===== config.mk =====
export PLATFORM = sky130hd
export DESIGN_NAME = gcd_lcm_engine_core
export DESIGN_NICKNAME = d
export VERILOG_FILES = /design/src/design/gle_pkg.sv /design/src/design/gle_datapath.sv /design/src/design/gle_controller.sv /design/src/design/gcd_lcm_engine_core.sv
export SDC_FILE = /design/constraint.sdc
export NUM_CORES = 2
export LEC_CHECK = 0
export BUFFER_PORTS_ARGS = -buffer_cell sky130_fd_sc_hd__buf_2
export CAP_MARGIN = 10
export CELL_PAD_IN_SITES_DETAIL_PLACEMENT = 0
export CELL_PAD_IN_SITES_GLOBAL_PLACEMENT = 2
export CORE_MARGIN = 2
export CORE_UTILIZATION = 38
export CTS_CLUSTER_DIAMETER = 150
export CTS_CLUSTER_SIZE = 24
export DETAILED_ROUTE_END_ITERATION = 7
export PLACE_DENSITY = 0.76
export SLEW_MARGIN = 40
export SYNTH_ARGS = -nofsm -noshare
export SYNTH_HDL_FRONTEND = slang
export SYNTH_SLANG_ARGS = --single-unit
export TNS_END_PERCENT = 10

===== constraint.sdc =====
create_clock -name aclk -period 6.7 [get_ports aclk]
set_input_delay 1.675 -clock aclk [delete_from_list [all_inputs] [get_ports aclk]]
set_output_delay 1.675 -clock aclk [all_outputs]
set_load 0.01 [all_outputs]

===== src/design/gle_pkg.sv =====
// ============================================================================
// gle_pkg
// Shared types for the GCD/LCM engine: controller commands and datapath status.
// ============================================================================
package gle_pkg;

    // Commands from the controller to the datapath, at most one per cycle.
    typedef struct packed {
        logic load;       // capture operands and order them
        logic gcd_step;   // one binary GCD step
        logic gcd_latch;  // form the GCD and arm the divider
        logic div_step;   // one restoring division step
        logic mul;        // quotient times smaller operand
        logic out_load;   // move results into the output register
    } gle_cmd_t;

    // Status from the datapath back to the controller.
    typedef struct packed {
        logic in_zero;    // an incoming operand is zero
        logic gcd_done;   // reduction has finished
        logic div_last;   // current division step is the last one
    } gle_status_t;

endpackage


===== src/design/gle_datapath.sv =====
// ============================================================================
// gle_datapath
// Operand registers, binary GCD reducer, shift-subtract divider, multiplier
// and the output register of the GCD/LCM engine.
// ============================================================================
module gle_datapath #(
    parameter int OPW = 31
) (
    input  logic               aclk,
    input  logic [30:0]        first_value,
    input  logic [30:0]        second_value,
    input  gle_pkg::gle_cmd_t  cmd,
    output gle_pkg::gle_status_t status,
    output logic [30:0]        divisor_result,
    output logic [61:0]        multiple_result,
    output logic               zero_error
);
    import gle_pkg::*;

    localparam int KW = $clog2(OPW);

    logic [OPW-1:0]   a_op;
    logic [OPW-1:0]   b_op;
    logic             in_zero;

    logic [OPW-1:0]   u_reg;
    logic [OPW-1:0]   v_reg;
    logic [KW-1:0]    k_reg;
    logic [OPW-1:0]   big_reg;
    logic [OPW-1:0]   small_reg;
    logic             err_reg;
    logic [OPW-1:0]   g_reg;
    logic [OPW-1:0]   rem_reg;
    logic [OPW-1:0]   quo_reg;
    logic [KW-1:0]    cnt_reg;
    logic [2*OPW-1:0] prod_reg;
    logic [30:0]      out_div_reg;
    logic [61:0]      out_mul_reg;
    logic             out_err_reg;

    logic [OPW:0]     trial;
    logic             fits;
    logic [OPW:0]     trial_diff;
    logic [31:0]      g_ext;
    logic [63:0]      prod_ext;

    // Operands masked to the configured width.
    assign a_op    = OPW'(first_value);
    assign b_op    = OPW'(second_value);
    assign in_zero = (a_op == '0) || (b_op == '0);

    // One restoring division step: shift in the next dividend bit, try to subtract.
    assign trial      = {rem_reg, quo_reg[OPW-1]};
    assign trial_diff = trial - {1'b0, g_reg};
    assign fits       = (trial >= {1'b0, g_reg});

    assign g_ext    = 32'(g_reg);
    assign prod_ext = 64'(prod_reg);

    // Operand, reduction and division registers.
    always_ff @(posedge aclk) begin
        if (cmd.load) begin
            big_reg   <= (a_op > b_op) ? a_op : b_op;
            small_reg <= (a_op > b_op) ? b_op : a_op;
            u_reg     <= (a_op > b_op) ? a_op : b_op;
            v_reg     <= (a_op > b_op) ? b_op : a_op;
            k_reg     <= '0;
            err_reg   <= in_zero;
        end else if (cmd.gcd_step) begin
            // Binary GCD: strip common twos, then odd values reduce by halved difference.
            if (!u_reg[0] && !v_reg[0]) begin
                u_reg <= u_reg >> 1;
                v_reg <= v_reg >> 1;
                k_reg <= k_reg + 1'b1;
            end else if (!u_reg[0]) begin
                u_reg <= u_reg >> 1;
            end else if (!v_reg[0]) begin
                v_reg <= v_reg >> 1;
            end else if (u_reg > v_reg) begin
                u_reg <= v_reg;
                v_reg <= (u_reg - v_reg) >> 1;
            end else begin
                v_reg <= (v_reg - u_reg) >> 1;
            end
        end else if (cmd.gcd_latch) begin
            g_reg   <= u_reg << k_reg;
            rem_reg <= '0;
            quo_reg <= big_reg;
            cnt_reg <= KW'(OPW - 1);
        end else if (cmd.div_step) begin
            rem_reg <= fits ? trial_diff[OPW-1:0] : trial[OPW-1:0];
            quo_reg <= {quo_reg[OPW-2:0], fits};
            cnt_reg <= cnt_reg - 1'b1;
        end else if (cmd.mul) begin
            prod_reg <= quo_reg * small_reg;
        end
    end

    // Output register; a zero operand forces both results to zero.
    always_ff @(posedge aclk) begin
        if (cmd.out_load) begin
            out_div_reg <= err_reg ? '0 : g_ext[30:0];
            out_mul_reg <= err_reg ? '0 : prod_ext[61:0];
            out_err_reg <= err_reg;
        end
    end

    assign status.in_zero  = in_zero;
    assign status.gcd_done = (v_reg == '0);
    assign status.div_last = (cnt_reg == '0);

    assign divisor_result  = out_div_reg;
    assign multiple_result = out_mul_reg;
    assign zero_error      = out_err_reg;

endmodule


===== src/design/gle_controller.sv =====
// ============================================================================
// gle_controller
// Sequencer of the GCD/LCM engine: steps the datapath through load, GCD
// reduction, division and multiplication, and owns the output valid flag.
// ============================================================================
module gle_controller (
    input  logic                 aclk,
    input  logic                 aresetn,
    input  logic                 s_tvalid,
    output logic                 s_tready,
    output logic                 m_tvalid,
    input  logic                 m_tready,
    input  gle_pkg::gle_status_t status,
    output gle_pkg::gle_cmd_t    cmd
);
    import gle_pkg::*;

    localparam logic [2:0] ST_IDLE   = 3'd0;
    localparam logic [2:0] ST_GCD    = 3'd1;
    localparam logic [2:0] ST_DIV    = 3'd2;
    localparam logic [2:0] ST_MUL    = 3'd3;
    localparam logic [2:0] ST_FINISH = 3'd4;

    logic [2:0] state_reg;
    logic [2:0] state_next;
    logic       out_valid_reg;
    logic       out_valid_next;
    logic       out_free;

    // The output register can take a new word when empty or being drained.
    assign out_free = !out_valid_reg || m_tready;

    // Next state and command decode.
    always_comb begin
        state_next = state_reg;
        cmd        = '0;
        unique case (state_reg)
            ST_IDLE: begin
                if (s_tvalid) begin
                    cmd.load   = 1'b1;
                    state_next = status.in_zero ? ST_FINISH : ST_GCD;
                end
            end
            ST_GCD: begin
                if (status.gcd_done) begin
                    cmd.gcd_latch = 1'b1;
                    state_next    = ST_DIV;
                end else begin
                    cmd.gcd_step = 1'b1;
                end
            end
            ST_DIV: begin
                cmd.div_step = 1'b1;
                if (status.div_last) begin
                    state_next = ST_MUL;
                end
            end
            ST_MUL: begin
                cmd.mul    = 1'b1;
                state_next = ST_FINISH;
            end
            ST_FINISH: begin
                if (out_free) begin
                    cmd.out_load = 1'b1;
                    state_next   = ST_IDLE;
                end
            end
            default: begin
                state_next = ST_IDLE;
            end
        endcase
    end

    // Output valid follows loads and downstream acceptance.
    always_comb begin
        out_valid_next = out_valid_reg;
        if (cmd.out_load) begin
            out_valid_next = 1'b1;
        end else if (m_tready) begin
            out_valid_next = 1'b0;
        end
    end

    always_ff @(posedge aclk) begin
        if (!aresetn) begin
            state_reg     <= ST_IDLE;
            out_valid_reg <= 1'b0;
        end else begin
            state_reg     <= state_next;
            out_valid_reg <= out_valid_next;
        end
    end

    assign s_tready = (state_reg == ST_IDLE);
    assign m_tvalid = out_valid_reg;

endmodule


===== src/design/gcd_lcm_engine_core.sv =====
// ============================================================================
// gcd_lcm_engine_core
// Greatest common divisor and least common multiple of two unsigned operands.
// ============================================================================
//
//  Channel | Direction | tdata fields (low bit up)               | tuser
//  --------+-----------+-------------------------------------------+-----------
//  s_      | in        | first_value[30:0], second_value[61:31]    | none
//  m_      | out       | divisor_result[30:0], multiple_result     | zero_error
//          |           | [92:31]                                   |
//
//  One word at a time. A pair passes through a load, up to 2*OPERAND_BITS binary
//  GCD steps (one shift or subtract-and-shift per cycle), forming the GCD,
//  OPERAND_BITS restoring division steps, a multiply and an output load.
//  A zero operand goes straight from the load to the output load.
//  Most of the work is in the GCD loop and the shift-subtract divider.
//  A finished result sits in the output register while the next word is
//  taken; the engine only stalls in its last cycle if that register is full.
//  Reset is synchronous and active low and clears the control state only.
//
module gcd_lcm_engine_core #(
    parameter int OPERAND_BITS = 31
) (
    input  logic        aclk,
    input  logic        aresetn,
    input  logic        s_tvalid,
    output logic        s_tready,
    input  logic [63:0] s_tdata,   // first_value[30:0], second_value[61:31], zero pad
    output logic        m_tvalid,
    input  logic        m_tready,
    output logic [95:0] m_tdata,   // divisor_result[30:0], multiple_result[92:31], zero pad
    output logic        m_tuser    // zero_error
);
    import gle_pkg::*;

    gle_cmd_t    cmd;
    gle_status_t status;
    logic [30:0] divisor_result;
    logic [61:0] multiple_result;
    logic        zero_error;

    gle_controller u_ctrl (
        .aclk     (aclk),
        .aresetn  (aresetn),
        .s_tvalid (s_tvalid),
        .s_tready (s_tready),
        .m_tvalid (m_tvalid),
        .m_tready (m_tready),
        .status   (status),
        .cmd      (cmd)
    );

    gle_datapath #(
        .OPW (OPERAND_BITS)
    ) u_dp (
        .aclk            (aclk),
        .first_value     (s_tdata[30:0]),
        .second_value    (s_tdata[61:31]),
        .cmd             (cmd),
        .status          (status),
        .divisor_result  (divisor_result),
        .multiple_result (multiple_result),
        .zero_error      (zero_error)
    );

    assign m_tdata = {3'b000, multiple_result, divisor_result};
    assign m_tuser = zero_error;

    // The engine works on one word at a time: no second accept right after one.
    assert property (@(posedge aclk) disable iff (!aresetn)
        (s_tvalid && s_tready) |=> !s_tready)
        else $error("input accepted while a word is in progress");

    // An error result carries zero in both result fields.
    assert property (@(posedge aclk) disable iff (!aresetn)
        (m_tvalid && m_tuser) |-> (m_tdata[92:0] == '0))
        else $error("error result with nonzero fields");

    // A valid result without error always has a nonzero GCD and LCM.
    assert property (@(posedge aclk) disable iff (!aresetn)
        (m_tvalid && !m_tuser) |-> (m_tdata[30:0] != '0) && (m_tdata[92:31] != '0))
        else $error("zero GCD or LCM without error");

endmodule


# After elaboration in Yosys (flattened, before gate mapping)
# Cells that the tools add are included.
dict set report word_totals {
  ff_bits 388
  in_bits 68
  output_inout_bits 99
  wordCells 99
}
dict set report classes {
  addsub 5
  multipliers 1
  magnitude_cmp 3
  n_eq_ne 10
  shifts 1
  mux 36
  n_bitwise 4
  n_reduce_logical 22
}
# operator n
set op_table {}
lappend op_table {{$mux W31} 17}
lappend op_table {{$logic_not A31 Y1} 3}
lappend op_table {{$sub A31 B31 Y31} 3}
lappend op_table {{$gt A31 B31 Y1} 2}
lappend op_table {{$mul A31 B31 Y62} 1}
lappend op_table {{$ge A32 B31 Y1} 1}
lappend op_table {{$shl A31 B5 Y31} 1}
lappend op_table {{$mux W30} 1}
lappend op_table {{$mux W3} 5}
lappend op_table {{$pmux W3 S5} 1}
lappend op_table {{$mux W1} 10}
lappend op_table {{$reduce_and A3 Y1} 3}
lappend op_table {{$ne A4 B4 Y1 const B} 2}
lappend op_table {{$eq A3 B2 Y1 const B} 2}
lappend op_table {{$ne A2 B2 Y1 const B} 3}
lappend op_table {{$reduce_bool A2 Y1} 3}
lappend op_table {{$add A5 B1 Y5 const B} 1}
lappend op_table {{$logic_not A5 Y1} 1}
lappend op_table {{$mux W5} 1}
lappend op_table {{$reduce_and A5 Y1} 1}
lappend op_table {{$sub A5 B1 Y5 const B} 1}
lappend op_table {{$not A1 Y1} 4}
lappend op_table {{$reduce_and A2 Y1} 2}
lappend op_table {{$reduce_and A4 Y1} 1}
lappend op_table {{other kinds (9)} 12}

# Depth between registers and ports, before layout
dict set report logic_depth {
  word_depth 7
  ltp_mapped 28
  ltp_nobuf 26
}

# Modules after synthesis
# From an unflattened synthesis, not the netlist that was laid out.
dict set report unflattened {
  hier_cells 5575
  hier_area_um2 54194.5
}
# module n_inst cells_each area_per_inst_um2 seq_area_each_um2
set by_module_without_submodules {}
lappend by_module_without_submodules {gle_datapath 1 5540 53906.7 11481.0}
lappend by_module_without_submodules {gle_controller 1 31 261.5 80.1}
lappend by_module_without_submodules {gcd_lcm_engine_core 1 4 26.3 0.0}

# Worst setup path after synthesis
# OpenSTA, ideal clock, no wires.
dict set report synth_path {
  path_type {register to register}
  from {register u_dp.small_reg[4]}
  to {register u_dp.prod_reg[60] (data pin)}
  setup_ns 0.265
  arrival_time_ns 6.898
  t_required_ns 6.435
  setup_slack_ns -0.463
  path_stages_with_launch 26
  path_buffers 1
  path_cell_list {edfxtp_1 > clkbuf_1 > and2_1 > fa_1 > fa_1 > fa_1 > inv_1 > fa_1 > inv_1 > fa_1 > inv_1 > fa_1 > inv_1 > fa_1 > fa_1 > ha_1 > a21oi_1 > o21ai_0 > a21oi_1 > o21bai_1 > a2111oi_2 > or3_1 > nand4_1 > a31oi_1 > o21ai_0 > xor2_1}
}
dict set report synth_between {
  elab_chain_cells 1
}
# item line
set synth_rtl {}
lappend synth_rtl {{start: declaration} gle_datapath.sv:30} ;# logic [OPW-1:0] small_reg;
lappend synth_rtl {{start signal: assignment} gle_datapath.sv:64} ;# small_reg <= (a_op > b_op) ? b_op : a_op;
lappend synth_rtl {{$mul A31 B31 Y62} gle_datapath.sv:95} ;# prod_reg <= quo_reg * small_reg;
lappend synth_rtl {{end signal: assignment} gle_datapath.sv:95}
lappend synth_rtl {{end: declaration} gle_datapath.sv:36} ;# logic [2*OPW-1:0] prod_reg;
# Every way passes these cells.
# A chain may end at the register's enable or synchronous reset.

# Worst setup path after layout
dict set report layout_path {
  from {register u_dp.quo_reg[12]}
  to {register u_dp.prod_reg[60] (data pin)}
}
dict set report layout_between {
  elab_chain_cells 1
}
# item line
set layout_rtl {}
lappend layout_rtl {{start: declaration} gle_datapath.sv:34} ;# logic [OPW-1:0] quo_reg;
lappend layout_rtl {{start signal: assignment} gle_datapath.sv:88} ;# quo_reg <= big_reg;
lappend layout_rtl {{start signal: assignment} gle_datapath.sv:92} ;# quo_reg <= {quo_reg[OPW-2:0], fits};
lappend layout_rtl {{$mul A31 B31 Y62} gle_datapath.sv:95}
# Every way passes these cells.

==> flow_summary.ini <==
[worst_setup_path]
worst_ep_required_time_ps = 7060
endpoint_kind = flip-flop
reg2reg_to = u_dp.prod_reg[60]
regToRegSetupSlack_ps = -970
path_class = reg -> reg
ff2ff_path_depth = 26
cp_max_fo = 6
worstSetupStartpointType = flip-flop
r2r_start = u_dp.quo_reg[12]
arrival_ps = 8040
crit_start = u_dp.quo_reg[12]

[yosys]
synth_edf_count = 379
synthTopCellsByArea = fa_1 31%, edfxtp_1 21%, ha_1 8.9%
yosysSeqAreaShare_pct = 21.6
synth_xor_area_share_pct = 1.93
avgSynthCellArea_sq_um = 9.60
synth_flop_cell = edfxtp_1
synth_async_sr_flop_share_pct = 0
synth_area_sq_um = 53600
ys_types = 91
synth_seq_cells = 388
ys_warn_count = 0
synth_area_leader_cell = fa_1
synthSimpleGateAreaFrac_pct = 16.2
synth_compound_area_share_pct = 7.95
yosys.area_share.adder_pct = 40.3
synth_top_cell_area_share_pct = 31.4
synth_top_family_by_area = adder cells
synth.area.mux_share_pct = 3.26
synthCells = 5583

[clock_network]
clk_pin_slew_worst_paths_ps = 100
cts_buffers = 22
clock_latency_ps = 650
clock_sinks = 388
cts-root-buf = clkbuf_16
h-tree-depth = 1
cts_tree = yes
cts_hold_buf = 0
clockBufferDepth = 3

[timing]
setup_viol_count_final = 37
hold_viol_final = 0
fin_crit_ps = 7670
skew_ps = 50.1
fmax_mhz = 130
setup_ws_ps = -974
slew_viol_final = 0
max_slew.worst_pin.slew_ps = 846
finalCritPeriodShare_pct = 115
rsz0062_at_grt = yes
slew_headroom_pct = 43.2

[hold_path]
min_from = u_dp.big_reg[27]
hold_path.class = reg -> reg
hold_depth = 2
whs_endpoint = u_dp.quo_reg[27]

[job]
drv_cap = 0

[floorplanning]
die-area_sq_um = 144000
num_rows = 137
die_x_um = 380
ioPinCount = 167
die_y_um = 380
core_area_sq_um = 140000
initial_core_util_pct = 38.4

[cells_and_area]
multi_input_area_sq_um = 38200
nNetsFinal = 7217
final_util_pct = 44.1
fill_cells = 13657
mostFrequentLayoutCells = 927 x inv_1, 815 x fa_1, 730 x nand2_1
layout-drive-gt1-share_pct = 15.6
area_delta_synth_final_pct = 14.9
regArea_sq_um = 11600
final_common_cell = inv_1
finish.instance_area_sq_um = 61600

[run_status]
status = finished, violations left
violations = negative setup slack

[grt]
overflow = 0
gr-usage-all-layers_pct = 22.1
antenna_found_initial = 9
grt_pass1_vias = 41021
grt_pass1_wl_mm = 246
grt_max_degree = 95

[routing]
via_per_inst = 5.07
drtIter0Drc = 2548
wl_mm = 160
avgRoutedWirePerCell_um = 20.4
drc_errors = 0
drt_pre_antenna_iters = 6
ant_nets = 0
vias = 39619

[place]
place.port_buffers = 161
place_ws_ps = -1470
place.gp.congestion = 0.918
dpl_cell_area_sq_um = 59900
place_hpwl_mm = 132
synth_stat cells, types with 10 or more instances:
| library cell | instances |
|---|---|
| nor4_1 | 25 |
| xnor2_1 | 73 |
| o21ai_0 | 132 |
| buf_1 | 16 |
| o22ai_1 | 18 |
| mux2_2 | 69 |
| nand4_1 | 39 |
| clkbuf_1 | 280 |
| and2_1 | 527 |
| o31ai_1 | 10 |
| inv_1 | 938 |
| o21ai_1 | 17 |
| xor2_1 | 45 |
| ha_1 | 381 |
| nand2_1 | 737 |
| nor2b_1 | 78 |
| a31oi_1 | 23 |
| nor2_1 | 221 |
| edfxtp_1 | 379 |
| fa_1 | 840 |
| and3_1 | 20 |
| a21oi_1 | 236 |
| o21a_1 | 12 |
| or3_1 | 12 |
| o21bai_1 | 30 |
| a211oi_1 | 29 |
| a21o_1 | 87 |
| nand2b_1 | 13 |
| nand3_1 | 38 |
| nor3_1 | 27 |
| mux2i_1 | 73 |
per-stage QoR:
stage / hold WS (ps) / instances / setup TNS, ps
CTS: 521 / 7817 / -20690
global route: 540 / 7819 / -29760
detailed placement: 496 / 7757 / -33430
global placement: 496 / 7756 / -33190
floorplan: 467 / 5585 / -2590
finish: 517 / 7822 / -21190
critical path: stages (launching register included):
cell and delay, ps:
edfxtp_1 420, buf_4 170, buf_4 160, and2_1 160, fa_2 410, fa_1 590
inv_1 80, fa_2 580, fa_1 440, fa_1 540, inv_1 50, fa_1 490
fa_1 430, fa_1 540, ha_4 240, a21oi_1 150, o21ai_2 90, a21oi_1 120
buf_4 170, o21bai_2 110, a2111oi_4 280, buf_4 210, or3_4 200, nand4_1 200
a31oi_4 310, o21ai_2 80, xor2_1 160
final cells by class:
type / instances / share of cell area, %
timing repair buffer: 632 / 8.62
tap: 1876 / 3.81
clock inverter: 8 / 0.177
sequential: 388 / 18.8
multi-input combinational: 3945 / 61.9
antenna: 4 / 0.0162
clock buffer: 30 / 0.942
inverter: 939 / 5.73
logic make-up (layout without fill, tap and decap cells):
group           after synthesis  after routing
simple gates               1770           1770
buf+inv                    1252           1609
fa+ha+maj                  1221           1221
compound gates              679            679
flops                       388            388
mux                         154            154
xor+xnor                    118            118
other cells                   1              7
layer usage:
metal  global-route usage, %  share of wire, %
met3                    2.27               4.8
met5                       0             0.014
met2                    34.8                45
met4                    6.47               3.0
met1                    32.2                47
timing repair:
item	CTS	global route
setup buffers	20	1
gates resized for setup	154	47
setup endpoints to repair	42	44
pin swaps	72	36
cloned	3	0
worst max path at each step:
stage,slack [ps],cells after the start,endpoint
2_1_floorplan,-260,24,u_dp.prod_reg[57]
3_5_place_dp,-1470,27,u_dp.prod_reg[57]
5_1_grt,-1130,26,u_dp.prod_reg[60]
4_1_cts,-870,28,u_dp.prod_reg[51]
6_report,-970,26,u_dp.prod_reg[60]
3_3_place_gp,-1490,28,u_dp.prod_reg[57]
Power is not shown: default switching activity piles up to over one toggle a cycle in this logic, so the estimate is an artifact.
